## config.mk

```make
export PLATFORM = sky130hd
export DESIGN_NAME = multichannel_peak_meter_flat
export DESIGN_NICKNAME = d
export VERILOG_FILES = /design/src/rtl/mpm_pkg.sv /design/src/rtl/mpm_in_if.sv /design/src/rtl/mpm_out_if.sv /design/src/rtl/mpm_cfg_if.sv /design/src/rtl/mpm_cfg_regs.sv /design/src/rtl/mpm_ctrl.sv /design/src/rtl/mpm_dp.sv /design/src/rtl/multichannel_peak_meter.sv /design/src/flat_wrapper.sv
export SDC_FILE = /design/constraint.sdc
export NUM_CORES = 2
export LEC_CHECK = 0
export BUFFER_PORTS_ARGS = -buffer_cell sky130_fd_sc_hd__buf_2
export CAP_MARGIN = 20
export CORE_MARGIN = 2
export CORE_UTILIZATION = 40
export CTS_CLUSTER_SIZE = 28
export DETAILED_ROUTE_END_ITERATION = 7
export PLACE_DENSITY = 0.61
export SKIP_LAST_GASP = 1
export SYNTH_ARGS = -nofsm -noshare
export SYNTH_HDL_FRONTEND = slang
export SYNTH_HIERARCHICAL = 1
export SYNTH_SLANG_ARGS = --single-unit
```

## constraint.sdc

```tcl
create_clock -name clk -period 19.5 [get_ports clk]
set_input_delay 3.9 -clock clk [delete_from_list [all_inputs] [get_ports clk]]
set_output_delay 3.9 -clock clk [all_outputs]
set_load 0.005 [all_outputs]
```

## src/rtl/mpm_pkg.sv

```systemverilog
package mpm_pkg;

	// Channel store size and the widths that follow from it.
	localparam int MAX_CHANNELS = 8;
	localparam int IDX_W = (MAX_CHANNELS > 1) ? $clog2(MAX_CHANNELS) : 1;
	localparam int NUM_W = $clog2(MAX_CHANNELS + 1);

	// Field widths of the request, the result and the register port.
	localparam int OP_W = 2;
	localparam int CH_W = 3;
	localparam int SAMPLE_W = 16;
	localparam int DB_W = 15;
	localparam int AGE_W = 16;
	localparam int DECAY_W = 14;
	localparam int ACTIVE_W = 4;
	localparam int CFG_IDX_W = 3;
	localparam int CFG_DATA_W = 16;

	// Log converter: fraction bits of log2, one squaring per cycle.
	localparam int LOG_FRAC_BITS = 16;
	localparam int SQ_W = $clog2(LOG_FRAC_BITS);
	localparam int EXP_W = 4;
	localparam int PROD_W = 48;

	// 2000 * log10(2) / 2^16 scaled by 2^32, and the rounding bias.
	localparam logic signed [26:0] LOG_SCALE = 27'sd39456604;
	localparam logic signed [PROD_W-1:0] ROUND_BIAS = 48'sd2147483648;

	// Levels in 0.01 dB.
	localparam logic signed [DB_W-1:0] DB_SILENT = -15'sd10000;
	localparam logic signed [DB_W-1:0] TP_CORR = 15'sd30;

	// Register reset values.
	localparam logic [ACTIVE_W-1:0] ACTIVE_RST = 4'd2;
	localparam logic [DECAY_W-1:0] DECAY_RST = 14'd20;
	localparam logic signed [DB_W-1:0] FLOOR_RST = -15'sd6000;
	localparam logic [AGE_W-1:0] HOLD_RST = 16'd90;

	typedef enum logic [OP_W-1:0] {
		OP_SAMPLE = 2'd0,
		OP_TICK   = 2'd1,
		OP_CLEAR  = 2'd2
	} op_e_t;

	typedef enum logic [CFG_IDX_W-1:0] {
		CFG_ACTIVE_CHANNELS = 3'd0,
		CFG_TRUE_PEAK_MODE  = 3'd1,
		CFG_DECAY_PER_TICK  = 3'd2,
		CFG_FLOOR_DB        = 3'd3,
		CFG_HOLD_TICKS      = 3'd4,
		CFG_HOLD_FOREVER    = 3'd5
	} cfg_idx_t;

	typedef enum logic [3:0] {
		ST_IDLE,
		ST_DISPATCH,
		ST_NORM,
		ST_SQUARE,
		ST_SCALE,
		ST_ROUND,
		ST_APPLY,
		ST_TICK,
		ST_CLEAR,
		ST_REPORT
	} state_t;

	typedef struct packed {
		logic [ACTIVE_W-1:0]    active_channels;
		logic                   true_peak_mode;
		logic [DECAY_W-1:0]     decay_per_tick;
		logic signed [DB_W-1:0] floor_db;
		logic [AGE_W-1:0]       hold_ticks;
		logic                   hold_forever;
	} cfg_t;

	// Commands from the controller to the datapath.
	typedef struct packed {
		logic load;
		logic norm;
		logic square;
		logic scale;
		logic round;
		logic apply;
		logic tick_step;
		logic clear;
		logic report;
	} cmd_t;

	// Status from the datapath to the controller.
	typedef struct packed {
		op_e_t op;
		logic  ch_active;
		logic  tick_last;
		logic  out_free;
	} status_t;

endpackage

```

## src/rtl/mpm_in_if.sv

```systemverilog
interface mpm_in_if;
	import mpm_pkg::*;

	logic                valid;
	logic                ready;
	logic [OP_W-1:0]     op;
	logic [CH_W-1:0]     channel;
	logic [SAMPLE_W-1:0] sample;

	modport source (output valid, output op, output channel, output sample, input ready);
	modport sink (input valid, input op, input channel, input sample, output ready);

endinterface

```

## src/rtl/mpm_out_if.sv

```systemverilog
interface mpm_out_if;
	import mpm_pkg::*;

	logic                   valid;
	logic                   ready;
	logic [CH_W-1:0]        report_channel;
	logic signed [DB_W-1:0] level_db;
	logic signed [DB_W-1:0] peak_db;
	logic                   clip;
	logic                   accepted;

	modport source (
		output valid, output report_channel, output level_db, output peak_db,
		output clip, output accepted, input ready
	);
	modport sink (
		input valid, input report_channel, input level_db, input peak_db,
		input clip, input accepted, output ready
	);

endinterface

```

## src/rtl/mpm_cfg_if.sv

```systemverilog
interface mpm_cfg_if;
	import mpm_pkg::*;

	logic                  valid;
	logic                  ready;
	logic [CFG_IDX_W-1:0]  index;
	logic [CFG_DATA_W-1:0] data;

	modport source (output valid, output index, output data, input ready);
	modport sink (input valid, input index, input data, output ready);

endinterface

```

## src/rtl/mpm_cfg_regs.sv

```systemverilog
module mpm_cfg_regs (
	input  logic                           clk,
	input  logic                           arst_n,
	input  logic                           wr_valid,
	output logic                           wr_ready,
	input  logic [mpm_pkg::CFG_IDX_W-1:0]  wr_index,
	input  logic [mpm_pkg::CFG_DATA_W-1:0] wr_data,
	output mpm_pkg::cfg_t                  cfg
);
	import mpm_pkg::*;

	cfg_t cfg_q;

	// Writes are always taken; an index beyond the register list is dropped.
	assign wr_ready = 1'b1;
	assign cfg = cfg_q;

	// Register file.
	always_ff @(posedge clk or negedge arst_n) begin
		if (!arst_n) begin
			cfg_q.active_channels <= ACTIVE_RST;
			cfg_q.true_peak_mode <= 1'b0;
			cfg_q.decay_per_tick <= DECAY_RST;
			cfg_q.floor_db <= FLOOR_RST;
			cfg_q.hold_ticks <= HOLD_RST;
			cfg_q.hold_forever <= 1'b0;
		end else if (wr_valid) begin
			case (wr_index)
				CFG_ACTIVE_CHANNELS: cfg_q.active_channels <= wr_data[ACTIVE_W-1:0];
				CFG_TRUE_PEAK_MODE:  cfg_q.true_peak_mode <= wr_data[0];
				CFG_DECAY_PER_TICK:  cfg_q.decay_per_tick <= wr_data[DECAY_W-1:0];
				CFG_FLOOR_DB:        cfg_q.floor_db <= $signed(wr_data[DB_W-1:0]);
				CFG_HOLD_TICKS:      cfg_q.hold_ticks <= wr_data[AGE_W-1:0];
				CFG_HOLD_FOREVER:    cfg_q.hold_forever <= wr_data[0];
				default: begin
				end
			endcase
		end
	end

endmodule

```

## src/rtl/mpm_ctrl.sv

```systemverilog
module mpm_ctrl (
	input  logic             clk,
	input  logic             arst_n,
	input  logic             in_valid,
	output logic             in_ready,
	input  mpm_pkg::status_t status,
	output mpm_pkg::cmd_t    cmd
);
	import mpm_pkg::*;

	state_t          state_q;
	state_t          state_next;
	logic [SQ_W-1:0] sq_cnt_q;
	logic            sq_last;

	assign sq_last = (sq_cnt_q == SQ_W'(LOG_FRAC_BITS - 1));

	// State register.
	always_ff @(posedge clk or negedge arst_n) begin
		if (!arst_n) begin
			state_q <= ST_IDLE;
		end else begin
			state_q <= state_next;
		end
	end

	// Squaring step counter of the log converter.
	always_ff @(posedge clk or negedge arst_n) begin
		if (!arst_n) begin
			sq_cnt_q <= '0;
		end else if (cmd.norm) begin
			sq_cnt_q <= '0;
		end else if (cmd.square) begin
			sq_cnt_q <= sq_cnt_q + SQ_W'(1);
		end
	end

	// Next state and commands.
	always_comb begin
		state_next = state_q;
		cmd = '0;
		in_ready = 1'b0;
		unique case (state_q)
			ST_IDLE: begin
				in_ready = 1'b1;
				if (in_valid) begin
					cmd.load = 1'b1;
					state_next = ST_DISPATCH;
				end
			end
			ST_DISPATCH: begin
				case (status.op)
					OP_SAMPLE: state_next = status.ch_active ? ST_NORM : ST_REPORT;
					OP_TICK:   state_next = ST_TICK;
					OP_CLEAR:  state_next = ST_CLEAR;
					default:   state_next = ST_REPORT;
				endcase
			end
			ST_NORM: begin
				cmd.norm = 1'b1;
				state_next = ST_SQUARE;
			end
			ST_SQUARE: begin
				cmd.square = 1'b1;
				if (sq_last) begin
					state_next = ST_SCALE;
				end
			end
			ST_SCALE: begin
				cmd.scale = 1'b1;
				state_next = ST_ROUND;
			end
			ST_ROUND: begin
				cmd.round = 1'b1;
				state_next = ST_APPLY;
			end
			ST_APPLY: begin
				cmd.apply = 1'b1;
				state_next = ST_REPORT;
			end
			ST_TICK: begin
				cmd.tick_step = 1'b1;
				if (status.tick_last) begin
					state_next = ST_REPORT;
				end
			end
			ST_CLEAR: begin
				cmd.clear = 1'b1;
				state_next = ST_REPORT;
			end
			ST_REPORT: begin
				if (status.out_free) begin
					cmd.report = 1'b1;
					state_next = ST_IDLE;
				end
			end
			default: state_next = ST_IDLE;
		endcase
	end

endmodule

```

## src/rtl/mpm_dp.sv

```systemverilog
module mpm_dp (
	input  logic                                clk,
	input  logic                                arst_n,
	input  mpm_pkg::cmd_t                       cmd,
	output mpm_pkg::status_t                    status,
	input  mpm_pkg::cfg_t                       cfg,
	input  logic [mpm_pkg::OP_W-1:0]            op,
	input  logic [mpm_pkg::CH_W-1:0]            channel,
	input  logic [mpm_pkg::SAMPLE_W-1:0]        sample,
	output logic                                out_valid,
	input  logic                                out_ready,
	output logic [mpm_pkg::CH_W-1:0]            report_channel,
	output logic signed [mpm_pkg::DB_W-1:0]     level_db,
	output logic signed [mpm_pkg::DB_W-1:0]     peak_db,
	output logic                                clip,
	output logic                                accepted
);
	import mpm_pkg::*;

	// Request registers.
	logic [OP_W-1:0]     op_q;
	logic [CH_W-1:0]     ch_q;
	logic [SAMPLE_W-1:0] sample_q;
	logic [IDX_W-1:0]    idx_q;

	// Log converter registers.
	logic [SAMPLE_W-1:0]      m_q;
	logic [EXP_W-1:0]         e_q;
	logic [LOG_FRAC_BITS-1:0] frac_q;
	logic signed [PROD_W-1:0] prod_q;
	logic signed [DB_W-1:0]   db_q;

	// Channel stores.
	logic signed [DB_W-1:0] level_q [MAX_CHANNELS];
	logic signed [DB_W-1:0] peak_q [MAX_CHANNELS];
	logic [AGE_W-1:0]       age_q [MAX_CHANNELS];
	logic                   clip_q [MAX_CHANNELS];

	// Result register.
	logic                   out_valid_q;
	logic [CH_W-1:0]        out_ch_q;
	logic signed [DB_W-1:0] out_level_q;
	logic signed [DB_W-1:0] out_peak_q;
	logic                   out_clip_q;
	logic                   out_acc_q;

	logic [IDX_W-1:0]         rd_idx;
	logic signed [DB_W-1:0]   rd_level;
	logic signed [DB_W-1:0]   rd_peak;
	logic [AGE_W-1:0]         rd_age;
	logic                     rd_clip;
	logic [AGE_W-1:0]         age_inc;
	logic [EXP_W-1:0]         lead_e;
	logic [SAMPLE_W-1:0]      norm_m;
	logic [2*SAMPLE_W-1:0]    sq;
	logic [SAMPLE_W:0]        sq_hi;
	logic [4:0]               e_off;
	logic signed [20:0]       lg;
	logic signed [PROD_W-1:0] prod;
	logic signed [PROD_W-1:0] rnd;
	logic signed [DB_W-1:0]   db_calc;
	logic [NUM_W-1:0]         used_n;
	logic                     ch_active;
	logic                     ch_in_store;
	logic                     out_free;
	logic                     acc_flag;

	// Decay toward the floor, never below it.
	function automatic logic signed [DB_W-1:0] fall_to_floor(
		input logic signed [DB_W-1:0] v,
		input logic [DECAY_W-1:0]     dec,
		input logic signed [DB_W-1:0] fl
	);
		logic signed [DB_W+1:0] r;
		r = (DB_W+2)'(v) - $signed({3'b000, dec});
		if (r < (DB_W+2)'(fl)) begin
			return fl;
		end
		return r[DB_W-1:0];
	endfunction

	// Channel count in use, clamped to the store size.
	always_comb begin
		if (cfg.active_channels == '0) begin
			used_n = NUM_W'(1);
		end else if ({1'b0, cfg.active_channels} > 5'(MAX_CHANNELS)) begin
			used_n = NUM_W'(MAX_CHANNELS);
		end else begin
			used_n = NUM_W'(cfg.active_channels);
		end
	end

	assign ch_active = 5'(ch_q) < 5'(used_n);
	assign ch_in_store = 5'(ch_q) < 5'(MAX_CHANNELS);
	assign out_free = !out_valid_q || out_ready;

	assign status.op = op_e_t'(op_q);
	assign status.ch_active = ch_active;
	assign status.tick_last = (5'(idx_q) == 5'(used_n) - 5'd1);
	assign status.out_free = out_free;

	// Single store read port: the tick walker or the requested channel.
	assign rd_idx = cmd.tick_step ? idx_q : IDX_W'(ch_q);
	assign rd_level = level_q[rd_idx];
	assign rd_peak = peak_q[rd_idx];
	assign rd_age = age_q[rd_idx];
	assign rd_clip = clip_q[rd_idx];
	assign age_inc = (rd_age != '1) ? rd_age + AGE_W'(1) : rd_age;

	// Leading one and normalization of the sample.
	always_comb begin
		lead_e = '0;
		for (int i = 0; i < SAMPLE_W; i++) begin
			if (sample_q[i]) begin
				lead_e = EXP_W'(i);
			end
		end
		norm_m = sample_q << (EXP_W'(SAMPLE_W - 1) - lead_e);
	end

	// One squaring step yields one fraction bit of log2.
	assign sq = m_q * m_q;
	assign sq_hi = sq[2*SAMPLE_W-1:SAMPLE_W-1];

	// Log2 in Q16 times the dB scale, then rounding half up.
	assign e_off = {1'b0, e_q} - 5'd15;
	assign lg = $signed({e_off, frac_q});
	assign prod = lg * LOG_SCALE;
	assign rnd = prod_q + ROUND_BIAS;

	// Silence converts to -100 dB; the true-peak correction applies to it as well.
	always_comb begin
		if (sample_q == '0) begin
			db_calc = DB_SILENT + (cfg.true_peak_mode ? TP_CORR : '0);
		end else begin
			db_calc = $signed(rnd[DB_W+31:32]) + (cfg.true_peak_mode ? TP_CORR : '0);
		end
	end

	// Request capture and tick walker index.
	always_ff @(posedge clk) begin
		if (cmd.load) begin
			op_q <= op;
			ch_q <= channel;
			sample_q <= sample;
		end
	end

	always_ff @(posedge clk or negedge arst_n) begin
		if (!arst_n) begin
			idx_q <= '0;
		end else if (cmd.load) begin
			idx_q <= '0;
		end else if (cmd.tick_step) begin
			idx_q <= idx_q + IDX_W'(1);
		end
	end

	// Log converter.
	always_ff @(posedge clk) begin
		if (cmd.norm) begin
			m_q <= norm_m;
			e_q <= lead_e;
			frac_q <= '0;
		end else if (cmd.square) begin
			if (sq_hi[SAMPLE_W]) begin
				m_q <= sq_hi[SAMPLE_W:1];
				frac_q <= {frac_q[LOG_FRAC_BITS-2:0], 1'b1};
			end else begin
				m_q <= sq_hi[SAMPLE_W-1:0];
				frac_q <= {frac_q[LOG_FRAC_BITS-2:0], 1'b0};
			end
		end
		if (cmd.scale) begin
			prod_q <= prod;
		end
		if (cmd.round) begin
			db_q <= db_calc;
		end
	end

	// Channel stores: sample update, tick decay and clear.
	always_ff @(posedge clk or negedge arst_n) begin
		if (!arst_n) begin
			for (int i = 0; i < MAX_CHANNELS; i++) begin
				level_q[i] <= DB_SILENT;
				peak_q[i] <= DB_SILENT;
				age_q[i] <= '0;
				clip_q[i] <= 1'b0;
			end
		end else if (cmd.clear) begin
			for (int i = 0; i < MAX_CHANNELS; i++) begin
				peak_q[i] <= DB_SILENT;
				age_q[i] <= '0;
				clip_q[i] <= 1'b0;
			end
		end else if (cmd.apply) begin
			if (db_q > rd_level) begin
				level_q[rd_idx] <= db_q;
			end
			if (db_q >= rd_peak) begin
				peak_q[rd_idx] <= db_q;
				age_q[rd_idx] <= '0;
			end
			if (sample_q[SAMPLE_W-1]) begin
				clip_q[rd_idx] <= 1'b1;
			end
		end else if (cmd.tick_step) begin
			level_q[rd_idx] <= fall_to_floor(rd_level, cfg.decay_per_tick, cfg.floor_db);
			if (!cfg.hold_forever) begin
				age_q[rd_idx] <= age_inc;
				if (age_inc > cfg.hold_ticks) begin
					peak_q[rd_idx] <= fall_to_floor(rd_peak, cfg.decay_per_tick, cfg.floor_db);
				end
			end
		end
	end

	// A sample on an inactive channel and an unknown op are not accepted.
	always_comb begin
		if (op_q == OP_SAMPLE) begin
			acc_flag = ch_active;
		end else begin
			acc_flag = (op_q == OP_TICK) || (op_q == OP_CLEAR);
		end
	end

	// Result register.
	always_ff @(posedge clk or negedge arst_n) begin
		if (!arst_n) begin
			out_valid_q <= 1'b0;
		end else if (cmd.report) begin
			out_valid_q <= 1'b1;
		end else if (out_ready) begin
			out_valid_q <= 1'b0;
		end
	end

	always_ff @(posedge clk) begin
		if (cmd.report) begin
			out_ch_q <= ch_q;
			out_level_q <= ch_in_store ? rd_level : DB_SILENT;
			out_peak_q <= ch_in_store ? rd_peak : DB_SILENT;
			out_clip_q <= ch_in_store ? rd_clip : 1'b0;
			out_acc_q <= acc_flag;
		end
	end

	assign out_valid = out_valid_q;
	assign report_channel = out_ch_q;
	assign level_db = out_level_q;
	assign peak_db = out_peak_q;
	assign clip = out_clip_q;
	assign accepted = out_acc_q;

endmodule

```

## src/rtl/multichannel_peak_meter.sv

```systemverilog
// Request to result: a sample on an active channel passes dispatch, normalization, the
// squaring log2 unit, scaling, rounding and the store update; a tick walks the active
// channels one channel per cycle through the shared decay unit; a clear passes the clear state.
// An ignored request goes straight to the report. Requests are taken one at a time; the next
// request is taken while a finished result waits in the output register.
// Reset (arst_n low): levels and peaks -100 dB, ages and clips cleared, registers to defaults.
module multichannel_peak_meter (
	input logic        clk,
	input logic        arst_n,
	mpm_in_if.sink     item,
	mpm_out_if.source  result,
	mpm_cfg_if.sink    cfg
);
	import mpm_pkg::*;

	cfg_t    cfg_regs;
	cmd_t    cmd;
	status_t status;
	logic    in_ready;

	assign item.ready = in_ready;

	mpm_cfg_regs u_cfg (
		.clk      (clk),
		.arst_n   (arst_n),
		.wr_valid (cfg.valid),
		.wr_ready (cfg.ready),
		.wr_index (cfg.index),
		.wr_data  (cfg.data),
		.cfg      (cfg_regs)
	);

	mpm_ctrl u_ctrl (
		.clk      (clk),
		.arst_n   (arst_n),
		.in_valid (item.valid),
		.in_ready (in_ready),
		.status   (status),
		.cmd      (cmd)
	);

	mpm_dp u_dp (
		.clk            (clk),
		.arst_n         (arst_n),
		.cmd            (cmd),
		.status         (status),
		.cfg            (cfg_regs),
		.op             (item.op),
		.channel        (item.channel),
		.sample         (item.sample),
		.out_valid      (result.valid),
		.out_ready      (result.ready),
		.report_channel (result.report_channel),
		.level_db       (result.level_db),
		.peak_db        (result.peak_db),
		.clip           (result.clip),
		.accepted       (result.accepted)
	);

	// One request at a time: no request is taken right after another.
	a_one_in_flight: assert property (@(posedge clk) disable iff (!arst_n)
		(item.valid && item.ready) |=> !item.ready)
		else $error("request taken while the previous one is in flight");

	// A result is never written over one that is still waiting.
	a_no_overwrite: assert property (@(posedge clk) disable iff (!arst_n)
		cmd.report |-> status.out_free)
		else $error("result register overwritten");

	// The controller issues at most one command per cycle.
	a_one_cmd: assert property (@(posedge clk) disable iff (!arst_n)
		$onehot0({cmd.load, cmd.norm, cmd.square, cmd.scale, cmd.round, cmd.apply,
			cmd.tick_step, cmd.clear, cmd.report}))
		else $error("conflicting datapath commands");

	// Each report is followed by readiness for the next request.
	a_report_idle: assert property (@(posedge clk) disable iff (!arst_n)
		cmd.report |=> item.ready)
		else $error("controller not idle after a report");

endmodule
```

## src/flat_wrapper.sv

```systemverilog
// flat-port wrapper written by rule: the top's interface ports become plain ports
module multichannel_peak_meter_flat import mpm_pkg::*;
  (clk, arst_n, item_valid, item_op, item_channel, item_sample, item_ready, result_valid, result_report_channel, result_level_db, result_peak_db, result_clip, result_accepted, result_ready, cfg_valid, cfg_index, cfg_data, cfg_ready);
  mpm_in_if item_i ();
  mpm_out_if result_i ();
  mpm_cfg_if cfg_i ();
  input logic clk;
  input logic arst_n;
  input wire logic [$bits(item_i.valid)-1:0] item_valid;
  input wire logic [$bits(item_i.op)-1:0] item_op;
  input wire logic [$bits(item_i.channel)-1:0] item_channel;
  input wire logic [$bits(item_i.sample)-1:0] item_sample;
  output wire logic [$bits(item_i.ready)-1:0] item_ready;
  output wire logic [$bits(result_i.valid)-1:0] result_valid;
  output wire logic [$bits(result_i.report_channel)-1:0] result_report_channel;
  output wire logic [$bits(result_i.level_db)-1:0] result_level_db;
  output wire logic [$bits(result_i.peak_db)-1:0] result_peak_db;
  output wire logic [$bits(result_i.clip)-1:0] result_clip;
  output wire logic [$bits(result_i.accepted)-1:0] result_accepted;
  input wire logic [$bits(result_i.ready)-1:0] result_ready;
  input wire logic [$bits(cfg_i.valid)-1:0] cfg_valid;
  input wire logic [$bits(cfg_i.index)-1:0] cfg_index;
  input wire logic [$bits(cfg_i.data)-1:0] cfg_data;
  output wire logic [$bits(cfg_i.ready)-1:0] cfg_ready;
  assign item_i.valid = item_valid;
  assign item_i.op = item_op;
  assign item_i.channel = item_channel;
  assign item_i.sample = item_sample;
  assign item_ready = item_i.ready;
  assign result_valid = result_i.valid;
  assign result_report_channel = result_i.report_channel;
  assign result_level_db = result_i.level_db;
  assign result_peak_db = result_i.peak_db;
  assign result_clip = result_i.clip;
  assign result_accepted = result_i.accepted;
  assign result_i.ready = result_ready;
  assign cfg_i.valid = cfg_valid;
  assign cfg_i.index = cfg_index;
  assign cfg_i.data = cfg_data;
  assign cfg_ready = cfg_i.ready;
  multichannel_peak_meter u_core (.clk(clk), .arst_n(arst_n), .item(item_i), .result(result_i), .cfg(cfg_i));
endmodule
```

== Yosys cells after proc, flatten, opt, wreduce, memory -nomap -nowiden ==
Cells that the tools add are included.

* Input port bits: 45
* Register bits: 591
* Logic and storage cells: 251
* Output and inout port bits: 38

* $mul: 2
* Eq/ne operators: 26
* Reductions and logical operators: 29
* Muxes and demuxes: 113
* Shifts and indexed selects: 1
* $add $sub $neg: 11
* Order comparisons: 9
* Bitwise logic cells: 5

{| class="wikitable"
|+ Operators by type and width
! cell !! count
|-
| $mux W120 || 9
|-
| $mux W128 || 5
|-
| $bwmux W120 || 4
|-
| $mux W15 || 18
|-
| $and A128 B128 Y128 || 1
|-
| $bwmux W128 || 1
|-
| $not A128 Y128 || 1
|-
| $mux W16 || 7
|-
| $bmux W15 S3 || 2
|-
| $mux W4 || 21
|-
| $bmux W16 S3 || 1
|-
| $demux W16 S3 || 1
|-
| $add A47 B33 Y47 const B || 1
|-
| $demux W15 S3 || 1
|-
| $mul A21 B25 Y45 const B || 1
|-
| $pmux W4 S9 || 1
|-
| $lt A16 B15 Y1 || 2
|-
| $mul A16 B16 Y32 || 1
|-
| $sub A15 B15 Y16 || 2
|-
| $mux W1 || 30
|-
| $mux W8 || 3
|-
| $add A16 B1 Y16 const B || 1
|-
| $eq A4 B3 Y1 const B || 4
|-
| $gt A16 B16 Y1 || 1
|-
| 50 further kinds || 77
|}

== Logic depth before layout (Yosys ltp) ==
* Word-level depth: 27
* Gate-level depth with buffers: 36
* Gate-level depth less buffers: 28

== Cells and area by module ==
The synthesis kept the hierarchy.

{| class="wikitable"
|+ By module, submodules not included
! module !! times used !! cells an instance !! area an instance (sq um) !! seq. area each (sq um)
|-
| mpm_dp || 1 || 4,153 || 42,549.6 || 13,182.6
|-
| mpm_cfg_regs || 1 || 115 || 1,989.4 || 1,291.2
|-
| mpm_ctrl || 1 || 73 || 636.9 || 200.2
|}

== Least setup slack after synthesis ==
No wires, ideal clock.

* Kind: register -> register
* Start: register u_core.u_ctrl.state_q[2]
* End: register u_core/u_dp/level_q[100] in the netlist's numbering
* Cell stages (with the launch flop): 35
* Period minus slack after synthesis: 7,131 ps
* Path slack: 12,369 ps
* Data required time: 19,375 ps
* Arrival: 7,006 ps
* Buffers on the path: 9
* Setup time: 125 ps
* Cell sequence: dfrtp_1 > buf_4 > nand4b_2 > inv_1 > buf_6 > buf_6 > mux2i_2 > buf_4 > buf_6 > buf_2 > nor2_1 > clkbuf_1 > a22o_1 > a2111oi_0 > ha_1 > inv_1 > fa_1 > a21oi_1 > o21ai_0 > a21oi_1 > o21ai_0 > a211oi_1 > o21ba_2 > nor2_1 > ha_1 > a21o_1 > a2111oi_0 > o21ai_0 > o21ai_0 > a21boi_0 > buf_1 > clkbuf_1 > mux2i_1 > a21oi_1 > mux2_2

{| class="wikitable"
|+ RTL lines
! what !! line !! text
|-
| start: declaration || mpm_ctrl.sv:11 || <nowiki>state_t state_q;</nowiki>
|-
| start signal: assignment || mpm_ctrl.sv:23 || <nowiki>state_q <= state_next;</nowiki>
|-
| end signal: indexed assignment || mpm_dp.sv:199 || <nowiki>level_q[rd_idx] <= db_q;</nowiki>
|-
| end signal: indexed assignment || mpm_dp.sv:209 || <nowiki>level_q[rd_idx] <= fall_to_floor(rd_level, cfg.decay_per_tick, cfg.floor_db);</nowiki>
|-
| end: declaration || mpm_dp.sv:34 || <nowiki>logic signed [DB_W-1:0] level_q [MAX_CHANNELS];</nowiki>
|}

==> impl_metrics.env <==
export IMPL_status="finished clean"
export IMPL_yosysSeqAreaShare_pct=32.48
export IMPL_slowest_delay_ps=680
export IMPL_synthXorXnorAreaFrac_pct=1.930
export IMPL_floorplan_rows=123
export IMPL_finalClockSkew_ps=57.17
export IMPL_cpLargestDelayFamily="compound AO/OA/AOI/OAI gates"
export IMPL_cp_num_buf_inv=6
export IMPL_dieWidth_um=340.1
export IMPL_synthMuxAreaShare_pct=8.162
export IMPL_critPathRequiredTime_ps=20120
export IMPL_syn_area_mm2=0.04518
export IMPL_dr_pass1_iters=6
export IMPL_htree_levels=2
export IMPL_grt_pass1_wl_um=202400
export IMPL_wl_per_cell_um=21.77
export IMPL_reg2reg_slack_ps=10670
export IMPL_hpwl_um=95880
export IMPL_endpoint_kind="flip-flop"
export IMPL_place_congestion=0.9282
export IMPL_critPathLaunchType="flip-flop"
export IMPL_nets=5231
export IMPL_synth_area_leader_cell="dfrtp_1"
export IMPL_cts_buffers=61
export IMPL_yosysMostFrequentCell="inv_1"
export IMPL_die_height_um=340.1
export IMPL_maxCapViolations=0
export IMPL_synth_compound_area_share_pct=13.36
export IMPL_clock_sinks=562
export IMPL_drv_slew=0
export IMPL_finalNonFillerCells=5955
export IMPL_cts_resized_gates=0
export IMPL_synth_edf_count=107
export IMPL_drc=0
export IMPL_worst_pin_slew_ps=1315
export IMPL_critPathMaxFanout=41
export IMPL_synthArstFlopShare_pct=78.11
export IMPL_relSlewSlack_pct=12.32
export IMPL_ys_ff_latch=562
export IMPL_setup_viol=0
export IMPL_cts_hold_buffers=0
export IMPL_grtUsageTotal_pct=22.46
export IMPL_fp_coreArea_mm2=0.1122
export IMPL_drtAntennaViolNets=0
export IMPL_dieArea_mm2=0.1156
export IMPL_synthSimpleGateAreaFrac_pct=9.655
export IMPL_postCtsSetupBuffers=0
export IMPL_drive_gt1_share_pct=15.58
export IMPL_grt_ovfl_total=0
export IMPL_synth_top_family_by_area="adder cells"
export IMPL_max_freq_mhz=113.3
export IMPL_setup_tns_ps=0
export IMPL_synth_top_area_share_pct=17.45
export IMPL_clock_latency_ps=690
export IMPL_path_class="reg -> reg"
export IMPL_synthCells=4341
export IMPL_dp_cells=5832
export IMPL_cts_root_buf="clkbuf_16"
export IMPL_synth_nets=5172
export IMPL_grt_max_degree=185
export IMPL_synthTopCellsByArea="dfrtp_1 (17%), fa_1 (15%), ha_1 (12%)"
export IMPL_syn_area_per_cell_um2=10.41
export IMPL_synth_common_cells="inv_1 (658), ha_1 (449), fa_1 (337)"
export IMPL_rsz0062_at_grt="no"
export IMPL_finalCriticalPeriod_ps=8830
export IMPL_io_pins=83
export IMPL_start_util_pct=40.27
export IMPL_cts_tree="done"
export IMPL_drt_wl_total_um=129600
export IMPL_crit_arrival_ps=9450
export IMPL_fillers=10660
export IMPL_synth_fa_ha_area_share_pct=27.37
export IMPL_vias=32950
export IMPL_antenna_found_initial=2
export IMPL_post_route_period_util_pct=45.28
export IMPL_ys_warn_count=6
export IMPL_syn2layout_area_growth_pct=9.940
export IMPL_grt_pass1_vias=33960
export IMPL_yosysUniqueCellTypes=107
export IMPL_hold_violations=0
export IMPL_final_core_util_pct=44.27
export IMPL_hold_class="reg -> reg"
export IMPL_max_clock_path_buffers=3
export IMPL_via_per_inst=5.532
export IMPL_synth_ff_type="dfrtp_1"
export IMPL_clk_pin_slew_ps=70
export IMPL_drtIter0Drc=2559
export IMPL_portBuffers=81
export IMPL_cp_slowest_cell="mux2i_4"
==> cell type report <==
type,instances,area (µm²),share of cell area [%]
diodes,2,5.005,0.01008
well taps,1500,1877,3.779
flip-flops and latches,562,14670,29.55
inverters,660,2477,4.988
multi-input cells,2963,27500,55.37
clock buffers,87,1819,3.663
repair buffers,152,968.4,1.950
clock inverters,29,346.6,0.6978
==> registers in the layout, indices dropped and copies added (netlist names) <==
| signal | count |
|---|---|
| u_core/u_dp/accepted | 1 |
| u_core/u_dp/prod_q | 16 |
| u_core/u_dp/sample_q | 16 |
| u_core/u_dp/m_q | 16 |
| u_core/u_dp/clip_q | 8 |
| u_core/u_dp/op_q | 2 |
| u_core/u_ctrl/sq_cnt_q | 4 |
| u_core/u_dp/level_db | 15 |
| u_core/u_dp/peak_q | 120 |
| u_core/u_dp/frac_q | 16 |
| u_core/u_dp/ch_q | 3 |
| u_core/u_dp/peak_db | 15 |
| u_core/u_dp/level_q | 120 |
| u_core/u_dp/report_channel | 3 |
| u_core/u_dp/e_q | 4 |
| u_core/u_dp/age_q | 128 |
| u_core/u_cfg/cfg | 51 |
| u_core/u_ctrl/state_q | 4 |
| u_core/u_dp/idx_q | 3 |
| u_core/u_dp/out_valid | 1 |
| u_core/u_dp/clip | 1 |
| u_core/u_dp/db_q | 15 |
==> worst paths after layout <==
kind / end / start / cells after the start
setup / recovery: u_core/u_dp/level_q[40] / u_core/u_ctrl/state_q[0] / 28
hold / removal: u_core/u_dp/age_q[95] / u_core/u_dp/age_q[95] / 2
setup reg to reg: u_core/u_dp/level_q[40] / u_core/u_ctrl/state_q[0] / 28
hold reg to reg: u_core/u_dp/age_q[95] / u_core/u_dp/age_q[95] / 2
max in group asynchronous: u_core/u_dp/peak_q[88] / arst_n / 3
min in group asynchronous: u_core/u_dp/age_q[104] / arst_n / 1
==> worst min-delay path, delay by kind of cell, from the launching register on <==
family / cells / cell delay, ps
AOI/OAI and AO/OA: 1 / 60
DFF: 1 / 340
and+or+nand+nor: 1 / 40
==> logic make-up (layout without fill, tap and decap cells) <==
group           after synthesis  count (layout)
compound gates              866             866
fa+ha+maj                   786             786
mux                         332             332
buf+inv                     816             928
simple gates                881             881
flops                       562             562
other cells                   1               3
xor+xnor                     97              97
==> through the flow <==
stage	cell area, µm²	hold WS [ps]	setup slack, ps
after floorplan	45180	441.6	12370
after detailed placement	47440	467.5	10830
after CTS	49610	482.1	10810
after global placement	47410	454.4	10560
after global routing	49660	494.4	9950
final	49670	481.6	10670
==> routing by layer <==
layer	global-route usage [%]	up-vias	part of all wire, %
li1	-	15170	-
met5	0	-	0
met3	4.066	178	6.8
met4	5.660	0	2.5
met1	31.64	16640	45
met2	35.73	965	46
==> layout by cell type, fill, tap and decap left out, types with 84 or more instances in the layout <==
cell,netlist,routed
a22o_1,119,119
o21ai_0,145,145
mux2i_1,85,84
a21oi_1,181,180
nand2_1,293,293
edfxtp_1,107,107
fa_1,337,337
inv_1,658,658
dfstp_2,124,124
nor3_1,95,92
mux2_2,239,239
dfrtp_1,315,315
ha_1,449,449
nor2_1,166,158
buf_2,17,85
Power is left out: the tool's default activity adds up to more than one toggle a clock period on the data nets, which glitch-free logic cannot reach.
